==> config.mk <==
export PLATFORM = sky130hd
export DESIGN_NAME = hsv_to_rgb_converter_unit_flat
export DESIGN_NICKNAME = d
export VERILOG_FILES = /design/src/rtl/hsvrgb_pkg.sv /design/src/rtl/hsvrgb_hsv_if.sv /design/src/rtl/hsvrgb_rgb_if.sv /design/src/rtl/hsv_to_rgb_converter_unit.sv /design/src/rtl/hsvrgb_prep.sv /design/src/rtl/hsvrgb_ramp.sv /design/src/rtl/hsvrgb_mix.sv /design/src/flat_wrapper.sv
export SDC_FILE = /design/constraint.sdc
export NUM_CORES = 2
export LEC_CHECK = 0
export ABC_AREA = 1
export BUFFER_PORTS_ARGS = -buffer_cell sky130_fd_sc_hd__buf_4
export CORE_MARGIN = 2
export CORE_UTILIZATION = 50
export DETAILED_ROUTE_END_ITERATION = 10
export PLACE_DENSITY = 0.68
export SETUP_SLACK_MARGIN = 0.2
export SLEW_MARGIN = 20
export SYNTH_ARGS = -nofsm -noshare
export SYNTH_HDL_FRONTEND = slang
export SYNTH_SLANG_ARGS = --single-unit
==> constraint.sdc <==
create_clock -name i_clk -period 7.95 [get_ports i_clk]
set_input_delay 0.795 -clock i_clk [delete_from_list [all_inputs] [get_ports i_clk]]
set_output_delay 0.795 -clock i_clk [all_outputs]
set_load 0.005 [all_outputs]
==> src/rtl/hsvrgb_pkg.sv <==
// ----------------------------------------------------------------------------
// hsvrgb_pkg
// Shared widths, types, sector codes and the sector-to-channel mapping for
// the HSV to RGB converter.
// ----------------------------------------------------------------------------
package hsvrgb_pkg;

    localparam int HUE_WIDTH_DEF       = 16;
    localparam int LEVEL_FRAC_BITS_DEF = 8;
    localparam int COLOR_WIDTH         = 8;
    localparam int SECTOR_WIDTH        = 3;

    typedef logic [SECTOR_WIDTH-1:0] t_sector;
    typedef logic [COLOR_WIDTH-1:0]  t_color;

    localparam t_sector SECT_RED_YELLOW    = 3'd0;
    localparam t_sector SECT_YELLOW_GREEN  = 3'd1;
    localparam t_sector SECT_GREEN_CYAN    = 3'd2;
    localparam t_sector SECT_CYAN_BLUE     = 3'd3;
    localparam t_sector SECT_BLUE_MAGENTA  = 3'd4;

    // which level feeds a channel
    typedef enum logic [1:0] {
        SRC_HI,
        SRC_LO,
        SRC_UP,
        SRC_DOWN
    } t_src;

    typedef struct packed {
        t_src red;
        t_src green;
        t_src blue;
    } t_src_sel;

    function automatic t_src_sel sector_sources(t_sector sector);
        t_src_sel sel;
        unique case (sector)
            SECT_RED_YELLOW: begin
                sel = '{red: SRC_HI, green: SRC_UP, blue: SRC_LO};
            end
            SECT_YELLOW_GREEN: begin
                sel = '{red: SRC_DOWN, green: SRC_HI, blue: SRC_LO};
            end
            SECT_GREEN_CYAN: begin
                sel = '{red: SRC_LO, green: SRC_HI, blue: SRC_UP};
            end
            SECT_CYAN_BLUE: begin
                sel = '{red: SRC_LO, green: SRC_DOWN, blue: SRC_HI};
            end
            SECT_BLUE_MAGENTA: begin
                sel = '{red: SRC_UP, green: SRC_LO, blue: SRC_HI};
            end
            // magenta to red sector
            default: begin
                sel = '{red: SRC_HI, green: SRC_LO, blue: SRC_DOWN};
            end
        endcase
        return sel;
    endfunction

endpackage

==> src/rtl/hsvrgb_hsv_if.sv <==
// ----------------------------------------------------------------------------
// hsvrgb_hsv_if
// Request channel carrying one hue, saturation and brightness item.
// ----------------------------------------------------------------------------
interface hsvrgb_hsv_if #(
    parameter int HUE_WIDTH       = hsvrgb_pkg::HUE_WIDTH_DEF,
    parameter int LEVEL_FRAC_BITS = hsvrgb_pkg::LEVEL_FRAC_BITS_DEF
);
    logic                              valid;
    logic                              ready;
    logic        [HUE_WIDTH-1:0]       hue_turn;
    logic signed [LEVEL_FRAC_BITS+1:0] saturation;
    logic signed [LEVEL_FRAC_BITS+1:0] brightness;

    modport source (output valid, hue_turn, saturation, brightness, input ready);
    modport sink   (input valid, hue_turn, saturation, brightness, output ready);
endinterface

==> src/rtl/hsvrgb_rgb_if.sv <==
// ----------------------------------------------------------------------------
// hsvrgb_rgb_if
// Request channel carrying one 8-bit RGB triple.
// ----------------------------------------------------------------------------
interface hsvrgb_rgb_if;
    import hsvrgb_pkg::*;

    logic   valid;
    logic   ready;
    t_color red;
    t_color green;
    t_color blue;

    modport source (output valid, red, green, blue, input ready);
    modport sink   (input valid, red, green, blue, output ready);
endinterface

==> src/rtl/hsv_to_rgb_converter_unit.sv <==
// ----------------------------------------------------------------------------
// hsv_to_rgb_converter_unit
// Converts a hue, saturation and brightness request into one 8-bit RGB
// triple. Hue is a fraction of a full turn and wraps; saturation and
// brightness are signed fixed point, clamped to 0..1.0. Every result is
// exact: floor(255 * channel). The block takes one request per clock while
// the pipeline has room, and has five register stages, one each for the
// clamp and sector split, the brightness times saturation multiply, the
// ramp multiplies, the channel routing, and the 255 scaling that feeds the
// output register. Valid bits travel with the data, so a stalled output
// only blocks the input once all five stages hold a request.
// ----------------------------------------------------------------------------
module hsv_to_rgb_converter_unit #(
    parameter int HUE_WIDTH       = hsvrgb_pkg::HUE_WIDTH_DEF,
    parameter int LEVEL_FRAC_BITS = hsvrgb_pkg::LEVEL_FRAC_BITS_DEF
) (
    input  logic          i_clk,
    input  logic          i_rst_n,
    hsvrgb_hsv_if.sink    i_hsv,
    hsvrgb_rgb_if.source  o_rgb
);
    import hsvrgb_pkg::*;

    localparam int CW = LEVEL_FRAC_BITS + 1;
    localparam int NW = 2*LEVEL_FRAC_BITS + HUE_WIDTH + 1;
    localparam logic [CW-1:0] LVL_ONE = CW'(1) << LEVEL_FRAC_BITS;

    logic                 w_prep_valid;
    logic                 w_prep_ready;
    t_sector              w_prep_sector;
    logic [HUE_WIDTH-1:0] w_prep_frac;
    logic [CW-1:0]        w_prep_sat;
    logic [CW-1:0]        w_prep_bri;

    logic                 w_ramp_valid;
    logic                 w_ramp_ready;
    t_sector              w_ramp_sector;
    logic [CW-1:0]        w_ramp_bri;
    logic [2*CW-1:0]      w_ramp_vs;
    logic [NW-1:0]        w_ramp_prod_up;
    logic [NW-1:0]        w_ramp_prod_down;

    hsvrgb_prep #(
        .HUE_WIDTH       (HUE_WIDTH),
        .LEVEL_FRAC_BITS (LEVEL_FRAC_BITS)
    ) u_prep (
        .i_clk    (i_clk),
        .i_rst_n  (i_rst_n),
        .i_valid  (i_hsv.valid),
        .o_ready  (i_hsv.ready),
        .i_hue    (i_hsv.hue_turn),
        .i_sat    ($unsigned(i_hsv.saturation)),
        .i_bri    ($unsigned(i_hsv.brightness)),
        .o_valid  (w_prep_valid),
        .i_ready  (w_prep_ready),
        .o_sector (w_prep_sector),
        .o_frac   (w_prep_frac),
        .o_sat    (w_prep_sat),
        .o_bri    (w_prep_bri)
    );

    hsvrgb_ramp #(
        .HUE_WIDTH       (HUE_WIDTH),
        .LEVEL_FRAC_BITS (LEVEL_FRAC_BITS)
    ) u_ramp (
        .i_clk       (i_clk),
        .i_rst_n     (i_rst_n),
        .i_valid     (w_prep_valid),
        .o_ready     (w_prep_ready),
        .i_sector    (w_prep_sector),
        .i_frac      (w_prep_frac),
        .i_sat       (w_prep_sat),
        .i_bri       (w_prep_bri),
        .o_valid     (w_ramp_valid),
        .i_ready     (w_ramp_ready),
        .o_sector    (w_ramp_sector),
        .o_bri       (w_ramp_bri),
        .o_vs        (w_ramp_vs),
        .o_prod_up   (w_ramp_prod_up),
        .o_prod_down (w_ramp_prod_down)
    );

    hsvrgb_mix #(
        .HUE_WIDTH       (HUE_WIDTH),
        .LEVEL_FRAC_BITS (LEVEL_FRAC_BITS)
    ) u_mix (
        .i_clk       (i_clk),
        .i_rst_n     (i_rst_n),
        .i_valid     (w_ramp_valid),
        .o_ready     (w_ramp_ready),
        .i_sector    (w_ramp_sector),
        .i_bri       (w_ramp_bri),
        .i_vs        (w_ramp_vs),
        .i_prod_up   (w_ramp_prod_up),
        .i_prod_down (w_ramp_prod_down),
        .o_valid     (o_rgb.valid),
        .i_ready     (o_rgb.ready),
        .o_red       (o_rgb.red),
        .o_green     (o_rgb.green),
        .o_blue      (o_rgb.blue)
    );

    // input backs off only when every stage is full and the output is held
    a_stall_only_when_full: assert property (
        @(posedge i_clk) disable iff (!i_rst_n)
        !i_hsv.ready |-> (o_rgb.valid && !o_rgb.ready)
    ) else $error("input stalled while pipeline has room");

    a_accept_enters_pipe: assert property (
        @(posedge i_clk) disable iff (!i_rst_n)
        (i_hsv.valid && i_hsv.ready) |=> w_prep_valid
    ) else $error("accepted request did not enter the first stage");

    a_levels_clamped: assert property (
        @(posedge i_clk) disable iff (!i_rst_n)
        w_prep_valid |-> (w_prep_sat <= LVL_ONE && w_prep_bri <= LVL_ONE)
    ) else $error("clamped level above one");
endmodule

==> src/rtl/hsvrgb_prep.sv <==
// ----------------------------------------------------------------------------
// hsvrgb_prep
// First pipeline stage: clamps saturation and brightness to 0..1.0 and
// splits hue times six into a sector number and a fraction.
// ----------------------------------------------------------------------------
module hsvrgb_prep #(
    parameter int HUE_WIDTH       = hsvrgb_pkg::HUE_WIDTH_DEF,
    parameter int LEVEL_FRAC_BITS = hsvrgb_pkg::LEVEL_FRAC_BITS_DEF
) (
    input  logic                         i_clk,
    input  logic                         i_rst_n,
    input  logic                         i_valid,
    output logic                         o_ready,
    input  logic [HUE_WIDTH-1:0]         i_hue,
    input  logic [LEVEL_FRAC_BITS+1:0]   i_sat,
    input  logic [LEVEL_FRAC_BITS+1:0]   i_bri,
    output logic                         o_valid,
    input  logic                         i_ready,
    output hsvrgb_pkg::t_sector          o_sector,
    output logic [HUE_WIDTH-1:0]         o_frac,
    output logic [LEVEL_FRAC_BITS:0]     o_sat,
    output logic [LEVEL_FRAC_BITS:0]     o_bri
);
    import hsvrgb_pkg::*;

    localparam int LW = LEVEL_FRAC_BITS + 2;
    localparam int CW = LEVEL_FRAC_BITS + 1;
    localparam logic [CW-1:0] LVL_ONE = CW'(1) << LEVEL_FRAC_BITS;

    function automatic logic [CW-1:0] clamp_level(logic [LW-1:0] raw);
        logic [CW-1:0] lvl;
        priority if (raw[LW-1]) begin
            lvl = '0;
        end else if (raw[LW-2:0] > LVL_ONE) begin
            lvl = LVL_ONE;
        end else begin
            lvl = raw[LW-2:0];
        end
        return lvl;
    endfunction

    logic [HUE_WIDTH+2:0] n_h6;
    logic [CW-1:0]        n_sat;
    logic [CW-1:0]        n_bri;

    logic                 r_valid;
    t_sector              r_sector;
    logic [HUE_WIDTH-1:0] r_frac;
    logic [CW-1:0]        r_sat;
    logic [CW-1:0]        r_bri;

    // hue * 6 as two shifted adds
    assign n_h6  = ({3'b000, i_hue} << 2) + ({3'b000, i_hue} << 1);
    assign n_sat = clamp_level(i_sat);
    assign n_bri = clamp_level(i_bri);

    assign o_ready = !r_valid || i_ready;

    always_ff @(posedge i_clk) begin
        if (!i_rst_n) begin
            r_valid <= 1'b0;
        end else if (o_ready) begin
            r_valid <= i_valid;
        end
    end

    always_ff @(posedge i_clk) begin
        if (o_ready && i_valid) begin
            r_sector <= n_h6[HUE_WIDTH+2:HUE_WIDTH];
            r_frac   <= n_h6[HUE_WIDTH-1:0];
            r_sat    <= n_sat;
            r_bri    <= n_bri;
        end
    end

    assign o_valid  = r_valid;
    assign o_sector = r_sector;
    assign o_frac   = r_frac;
    assign o_sat    = r_sat;
    assign o_bri    = r_bri;
endmodule

==> src/rtl/hsvrgb_ramp.sv <==
// ----------------------------------------------------------------------------
// hsvrgb_ramp
// Two multiplier stages: brightness times saturation, then that product
// times the sector fraction and its complement for the two ramp channels.
// ----------------------------------------------------------------------------
module hsvrgb_ramp #(
    parameter int HUE_WIDTH       = hsvrgb_pkg::HUE_WIDTH_DEF,
    parameter int LEVEL_FRAC_BITS = hsvrgb_pkg::LEVEL_FRAC_BITS_DEF
) (
    input  logic                                        i_clk,
    input  logic                                        i_rst_n,
    input  logic                                        i_valid,
    output logic                                        o_ready,
    input  hsvrgb_pkg::t_sector                         i_sector,
    input  logic [HUE_WIDTH-1:0]                        i_frac,
    input  logic [LEVEL_FRAC_BITS:0]                    i_sat,
    input  logic [LEVEL_FRAC_BITS:0]                    i_bri,
    output logic                                        o_valid,
    input  logic                                        i_ready,
    output hsvrgb_pkg::t_sector                         o_sector,
    output logic [LEVEL_FRAC_BITS:0]                    o_bri,
    output logic [2*LEVEL_FRAC_BITS+1:0]                o_vs,
    output logic [2*LEVEL_FRAC_BITS+HUE_WIDTH:0]        o_prod_up,
    output logic [2*LEVEL_FRAC_BITS+HUE_WIDTH:0]        o_prod_down
);
    import hsvrgb_pkg::*;

    localparam int CW = LEVEL_FRAC_BITS + 1;
    localparam int NW = 2*LEVEL_FRAC_BITS + HUE_WIDTH + 1;
    localparam logic [HUE_WIDTH:0] HUE_FULL = (HUE_WIDTH+1)'(1) << HUE_WIDTH;

    // first stage: v*s and H-f
    logic [2*CW-1:0]      n_a_vs;
    logic [HUE_WIDTH:0]   n_a_cofrac;
    logic                 w_a_ready;
    logic                 r_a_valid;
    t_sector              r_a_sector;
    logic [CW-1:0]        r_a_bri;
    logic [2*CW-1:0]      r_a_vs;
    logic [HUE_WIDTH-1:0] r_a_frac;
    logic [HUE_WIDTH:0]   r_a_cofrac;

    // second stage: ramp products
    logic [2*CW+HUE_WIDTH-1:0] n_b_down_full;
    logic [2*CW+HUE_WIDTH:0]   n_b_up_full;
    logic                      w_b_ready;
    logic                      r_b_valid;
    t_sector                   r_b_sector;
    logic [CW-1:0]             r_b_bri;
    logic [2*CW-1:0]           r_b_vs;
    logic [NW-1:0]             r_b_prod_up;
    logic [NW-1:0]             r_b_prod_down;

    assign w_b_ready = !r_b_valid || i_ready;
    assign w_a_ready = !r_a_valid || w_b_ready;
    assign o_ready   = w_a_ready;

    assign n_a_vs     = i_sat * i_bri;
    assign n_a_cofrac = HUE_FULL - {1'b0, i_frac};

    always_ff @(posedge i_clk) begin
        if (!i_rst_n) begin
            r_a_valid <= 1'b0;
            r_b_valid <= 1'b0;
        end else begin
            if (w_a_ready) begin
                r_a_valid <= i_valid;
            end
            if (w_b_ready) begin
                r_b_valid <= r_a_valid;
            end
        end
    end

    always_ff @(posedge i_clk) begin
        if (w_a_ready && i_valid) begin
            r_a_sector <= i_sector;
            r_a_bri    <= i_bri;
            r_a_vs     <= n_a_vs;
            r_a_frac   <= i_frac;
            r_a_cofrac <= n_a_cofrac;
        end
    end

    // both products are at most 2^(NW-1), so the top bits are dropped
    assign n_b_down_full = r_a_vs * r_a_frac;
    assign n_b_up_full   = r_a_vs * r_a_cofrac;

    always_ff @(posedge i_clk) begin
        if (w_b_ready && r_a_valid) begin
            r_b_sector    <= r_a_sector;
            r_b_bri       <= r_a_bri;
            r_b_vs        <= r_a_vs;
            r_b_prod_up   <= n_b_up_full[NW-1:0];
            r_b_prod_down <= n_b_down_full[NW-1:0];
        end
    end

    assign o_valid     = r_b_valid;
    assign o_sector    = r_b_sector;
    assign o_bri       = r_b_bri;
    assign o_vs        = r_b_vs;
    assign o_prod_up   = r_b_prod_up;
    assign o_prod_down = r_b_prod_down;
endmodule

==> src/rtl/hsvrgb_mix.sv <==
// ----------------------------------------------------------------------------
// hsvrgb_mix
// Forms the high, low and ramp levels, routes them to red, green and blue by
// sector, then scales each channel by 255 into the output register.
// ----------------------------------------------------------------------------
module hsvrgb_mix #(
    parameter int HUE_WIDTH       = hsvrgb_pkg::HUE_WIDTH_DEF,
    parameter int LEVEL_FRAC_BITS = hsvrgb_pkg::LEVEL_FRAC_BITS_DEF
) (
    input  logic                                   i_clk,
    input  logic                                   i_rst_n,
    input  logic                                   i_valid,
    output logic                                   o_ready,
    input  hsvrgb_pkg::t_sector                    i_sector,
    input  logic [LEVEL_FRAC_BITS:0]               i_bri,
    input  logic [2*LEVEL_FRAC_BITS+1:0]           i_vs,
    input  logic [2*LEVEL_FRAC_BITS+HUE_WIDTH:0]   i_prod_up,
    input  logic [2*LEVEL_FRAC_BITS+HUE_WIDTH:0]   i_prod_down,
    output logic                                   o_valid,
    input  logic                                   i_ready,
    output hsvrgb_pkg::t_color                     o_red,
    output hsvrgb_pkg::t_color                     o_green,
    output hsvrgb_pkg::t_color                     o_blue
);
    import hsvrgb_pkg::*;

    localparam int SHIFT = 2*LEVEL_FRAC_BITS + HUE_WIDTH;
    localparam int NW    = SHIFT + 1;

    function automatic logic [NW-1:0] pick_level(
        t_src src, logic [NW-1:0] hi, logic [NW-1:0] lo,
        logic [NW-1:0] up, logic [NW-1:0] down
    );
        logic [NW-1:0] lvl;
        unique case (src)
            SRC_HI:   lvl = hi;
            SRC_LO:   lvl = lo;
            SRC_UP:   lvl = up;
            SRC_DOWN: lvl = down;
        endcase
        return lvl;
    endfunction

    // 255 * num as (num << 8) - num, keep the integer part
    function automatic t_color scale_level(logic [NW-1:0] num);
        logic [NW+COLOR_WIDTH-1:0] prod;
        prod = {num, {COLOR_WIDTH{1'b0}}} - {{COLOR_WIDTH{1'b0}}, num};
        return prod[SHIFT +: COLOR_WIDTH];
    endfunction

    logic [NW-1:0] w_num_hi;
    logic [NW-1:0] w_vs_full;
    logic [NW-1:0] w_num_lo;
    logic [NW-1:0] w_num_up;
    logic [NW-1:0] w_num_down;
    t_src_sel      w_sel;
    logic [NW-1:0] n_c_red;
    logic [NW-1:0] n_c_green;
    logic [NW-1:0] n_c_blue;

    logic          w_c_ready;
    logic          w_d_ready;
    logic          r_c_valid;
    logic [NW-1:0] r_c_red;
    logic [NW-1:0] r_c_green;
    logic [NW-1:0] r_c_blue;
    logic          r_d_valid;
    t_color        r_d_red;
    t_color        r_d_green;
    t_color        r_d_blue;

    assign w_num_hi   = {i_bri, {(SHIFT-LEVEL_FRAC_BITS){1'b0}}};
    assign w_vs_full  = NW'({i_vs, {HUE_WIDTH{1'b0}}});
    assign w_num_lo   = w_num_hi - w_vs_full;
    assign w_num_up   = w_num_hi - i_prod_up;
    assign w_num_down = w_num_hi - i_prod_down;

    assign w_sel     = sector_sources(i_sector);
    assign n_c_red   = pick_level(w_sel.red,   w_num_hi, w_num_lo, w_num_up, w_num_down);
    assign n_c_green = pick_level(w_sel.green, w_num_hi, w_num_lo, w_num_up, w_num_down);
    assign n_c_blue  = pick_level(w_sel.blue,  w_num_hi, w_num_lo, w_num_up, w_num_down);

    assign w_d_ready = !r_d_valid || i_ready;
    assign w_c_ready = !r_c_valid || w_d_ready;
    assign o_ready   = w_c_ready;

    always_ff @(posedge i_clk) begin
        if (!i_rst_n) begin
            r_c_valid <= 1'b0;
            r_d_valid <= 1'b0;
        end else begin
            if (w_c_ready) begin
                r_c_valid <= i_valid;
            end
            if (w_d_ready) begin
                r_d_valid <= r_c_valid;
            end
        end
    end

    always_ff @(posedge i_clk) begin
        if (w_c_ready && i_valid) begin
            r_c_red   <= n_c_red;
            r_c_green <= n_c_green;
            r_c_blue  <= n_c_blue;
        end
    end

    always_ff @(posedge i_clk) begin
        if (w_d_ready && r_c_valid) begin
            r_d_red   <= scale_level(r_c_red);
            r_d_green <= scale_level(r_c_green);
            r_d_blue  <= scale_level(r_c_blue);
        end
    end

    assign o_valid = r_d_valid;
    assign o_red   = r_d_red;
    assign o_green = r_d_green;
    assign o_blue  = r_d_blue;
endmodule
==> src/flat_wrapper.sv <==
// flat-port wrapper written by rule: the top's interface ports become plain ports
module hsv_to_rgb_converter_unit_flat import hsvrgb_pkg::*;
#(
    parameter int HUE_WIDTH       = hsvrgb_pkg::HUE_WIDTH_DEF,
    parameter int LEVEL_FRAC_BITS = hsvrgb_pkg::LEVEL_FRAC_BITS_DEF
)
  (i_clk, i_rst_n, i_hsv_valid, i_hsv_hue_turn, i_hsv_saturation, i_hsv_brightness, i_hsv_ready, o_rgb_valid, o_rgb_red, o_rgb_green, o_rgb_blue, o_rgb_ready);
  hsvrgb_hsv_if #(.HUE_WIDTH(HUE_WIDTH), .LEVEL_FRAC_BITS(LEVEL_FRAC_BITS)) i_hsv_i ();
  hsvrgb_rgb_if o_rgb_i ();
  input  logic i_clk;
  input  logic i_rst_n;
  input wire logic [$bits(i_hsv_i.valid)-1:0] i_hsv_valid;
  input wire logic [$bits(i_hsv_i.hue_turn)-1:0] i_hsv_hue_turn;
  input wire logic [$bits(i_hsv_i.saturation)-1:0] i_hsv_saturation;
  input wire logic [$bits(i_hsv_i.brightness)-1:0] i_hsv_brightness;
  output wire logic [$bits(i_hsv_i.ready)-1:0] i_hsv_ready;
  output wire logic [$bits(o_rgb_i.valid)-1:0] o_rgb_valid;
  output wire logic [$bits(o_rgb_i.red)-1:0] o_rgb_red;
  output wire logic [$bits(o_rgb_i.green)-1:0] o_rgb_green;
  output wire logic [$bits(o_rgb_i.blue)-1:0] o_rgb_blue;
  input wire logic [$bits(o_rgb_i.ready)-1:0] o_rgb_ready;
  assign i_hsv_i.valid = i_hsv_valid;
  assign i_hsv_i.hue_turn = i_hsv_hue_turn;
  assign i_hsv_i.saturation = i_hsv_saturation;
  assign i_hsv_i.brightness = i_hsv_brightness;
  assign i_hsv_ready = i_hsv_i.ready;
  assign o_rgb_valid = o_rgb_i.valid;
  assign o_rgb_red = o_rgb_i.red;
  assign o_rgb_green = o_rgb_i.green;
  assign o_rgb_blue = o_rgb_i.blue;
  assign o_rgb_i.ready = o_rgb_ready;
  hsv_to_rgb_converter_unit #(.HUE_WIDTH(HUE_WIDTH), .LEVEL_FRAC_BITS(LEVEL_FRAC_BITS)) u_core (.i_clk(i_clk), .i_rst_n(i_rst_n), .i_hsv(i_hsv_i), .o_rgb(o_rgb_i));
endmodule
==> impl_metrics.json <==
{
  "status": "finished, final reports clean",
  "cts_max_level": 2,
  "die_area_sq_um": 88300,
  "vias_per_cell": 5.28,
  "first_global_vias": 36800,
  "root_buffer": "clkbuf_16",
  "crit_slowest_cell": "edfxtp_1",
  "slew_violations": 0,
  "clock_sinks": 313,
  "grt_max_degree": 73,
  "final_util_pct": 53.8,
  "crit_path_end_kind": "flip-flop",
  "worstSetupPathType": "flip-flop to flip-flop",
  "post-place-cells": 6815,
  "final-seq-area_sq_um": 9350,
  "grt_pass1_wl_um": 197000,
  "maxCapViolations": 0,
  "hold_class": "input pin to flip-flop",
  "ys_ff_latch": 313,
  "final_nets": 6602,
  "synth.cell_area_sq_um": 43000,
  "async_flop_share_pct": 0,
  "ys_types": 45,
  "synth_largest_area_cell": "fa_1",
  "path_buf_inv": 7,
  "finalCriticalPeriod_ns": 6.30,
  "period_share_pct": 79.3,
  "yosysWarnings": 0,
  "routed_wl_um": 123000,
  "cts_resized": 0,
  "die_h_um": 297,
  "fin_cells": 6884,
  "slew_headroom_pct": 27.2,
  "dr.pass1.iters": 6,
  "cp.required_ns": 8.29,
  "hold_buffers": 0,
  "path_cells": "buf_4 > nand2_1 > fa_1 > inv_1 > fa_1 > inv_1 > fa_1 > inv_1 > fa_1 > fa_1 > inv_1 > fa_1 > inv_1 > ha_1 > a21oi_1 > inv_1 > nor2_1 > nand3_1 > nand2_1 > nand2_1 > xor2_1",
  "startpoint_type": "flip-flop",
  "grtUsageTotal_pct": 28.3,
  "synth.net_count": 6614,
  "clock_skew_ns": 0.0362,
  "cts_tree": "built",
  "cp_top_family": "adder cells",
  "synthFlopType": "edfxtp_1",
  "cp.arrival_ns": 6.64,
  "core_area_sq_um": 85100,
  "postCtsSetupBuffers": 0,
  "start_util_pct": 50.5,
  "yosysTopAreaCellShare_pct": 22.3,
  "setup_viol": 0,
  "clk_pin_slew_ns": 0.06,
  "cts_buffer_depth": 3,
  "worstMarginPinSlew_ns": 1.09,
  "ios": 66,
  "crit_fanout": 17,
  "syn_avg_cell_area_sq_um": 7.51,
  "drive_gt1_share_pct": 3.68,
  "first_iter_violations": 2518,
  "rsz0062_at_grt": "no",
  "nFillCells": 8264,
  "vias": 36300,
  "drc": 0,
  "synth.most_common_cell": "nand2_1",
  "cts_inserted_buffers": 39,
  "gp_congestion": 0.992,
  "num_rows": 107,
  "ant_nets": 0,
  "hpwl_um": 102000,
  "finalHoldViolations": 0,
  "antenna_found_initial": 1,
  "synth_common_cells": "nand2_1, inv_1, fa_1",
  "fp.dieW_um": 297,
  "portBuffers": 65,
  "insertedDiodeCount": 0,
  "insertion_delay_ns": 0.60,
  "fmax_mhz": 159,
  "reg2reg_setup_slack_ns": 1.65,
  "postSynthCellCount": 5724,
  "synthTopCellsByArea": "fa_1, edfxtp_1, nand2_1, inv_1, ha_1",
  "avgRoutedWirePerCell_um": 17.9,
  "synth_enable_flop_cells": 308,
  "fin_setup_tns_ns": 0,
  "cp_slowest_stage_delay_ns": 0.83,
  "syn2layout_area_growth_pct": 6.60,
  "grt_overflow": 0,
  "seq_area_frac_synth_pct": 21.8,
  "multiInputGateArea_sq_um": 27700
}
placed cells by master (no fill, tap or decap), drive strengths merged, types with 5 or more instances in the layout:
| cell type | count |
|---|---|
| a21o | 16 |
| a21oi | 191 |
| and2 | 6 |
| buf | 98 |
| clkbuf | 42 |
| clkinv | 21 |
| dfxtp | 5 |
| edfxtp | 308 |
| fa | 478 |
| ha | 372 |
| inv | 1411 |
| nand2 | 1587 |
| nand3 | 327 |
| nand3b | 23 |
| nand4 | 96 |
| nor2 | 376 |
| nor3 | 67 |
| nor4 | 5 |
| o211ai | 6 |
| o21ai | 100 |
| o21bai | 28 |
| o22ai | 36 |
| or2 | 7 |
| xnor2 | 24 |
| xor2 | 90 |
cell families after synthesis:
kind of cell / count (synthesis) / share of synthesized area [%]
AOI/OAI and AO/OA: 387 / 4.98
xor gates and xnor gates: 114 / 2.32
adders and majority gates: 850 / 33.1
buffers and inverters: 1561 / 13.7
DFF: 313 / 21.8
and+or+nand+nor: 2499 / 24.1
worst register-to-register path: cells and delay by family (launching register included):
kind	cells	cell delay [ns]
AO/OA/AOI/OAI	1	0.26
XOR/XNOR	1	0.17
adder cells (fa/ha/maj)	7	3.43
buffers and inverters	7	0.70
flip-flops	1	0.83
AND/OR/NAND/NOR	5	0.66
layer usage:
metal	global-route usage, %	up-vias	wire [um]
met3	3.32	289	7000
li1	-	17500	-
met1	36.4	17400	51400
met2	48.2	1174	58700
met4	12.1	2	5980
met5	0	-	11
through the flow:
stage | hold WS [ns] | setup WS, ns | area [sq um]
2_1_floorplan | 0.400 | 2.44 | 43000
3_3_place_gp | 0.401 | 1.72 | 44500
3_5_place_dp | 0.405 | 1.67 | 44500
4_1_cts | 0.377 | 1.68 | 45800
5_1_grt | 0.387 | 1.28 | 45800
6_report | 0.398 | 1.65 | 45800
path summary, 6_finish.rpt:
kind / from / endpoint / cells past startpoint
worst max-delay path: u_core.u_ramp.r_a_vs[6]$_DFFE_PP_ / u_core.u_ramp.o_prod_down[17]$_DFFE_PP_ / 21
worst min-delay path: i_hsv_hue_turn[0] / u_core.u_prep.o_frac[1]$_DFFE_PP_ / 1
worst min register to register: u_core.u_ramp.r_a_bri[4]$_DFFE_PP_ / u_core.u_ramp.o_bri[4]$_DFFE_PP_ / 0
worst max register to register: u_core.u_ramp.r_a_vs[6]$_DFFE_PP_ / u_core.u_ramp.o_prod_down[17]$_DFFE_PP_ / 21
cell type report:
| cell class | count | share of cell area, % |
|---|---|---|
| tap | 1144 | 3.13 |
| inverter | 1410 | 11.6 |
| clock inverter | 27 | 0.582 |
| sequential | 313 | 20.4 |
| multi-input combinational | 3850 | 60.6 |
| timing repair buffer | 98 | 1.61 |
| clock buffer | 42 | 2.16 |
sequential cells by signal, indices dropped and copies added (netlist names), 9 cells and up:
register,count
u_core.u_mix.r_c_blue,32
u_core.u_mix.r_c_green,32
u_core.u_mix.r_c_red,32
u_core.u_prep.o_bri,9
u_core.u_prep.o_frac,15
u_core.u_prep.o_sat,9
u_core.u_ramp.o_bri,9
u_core.u_ramp.o_prod_down,31
u_core.u_ramp.o_prod_up,32
u_core.u_ramp.o_vs,17
u_core.u_ramp.r_a_bri,9
u_core.u_ramp.r_a_cofrac,15
u_core.u_ramp.r_a_frac,15
u_core.u_ramp.r_a_vs,18
Power is not shown: default switching activity piles up to over one toggle a cycle in this logic, so the estimate is an artifact.
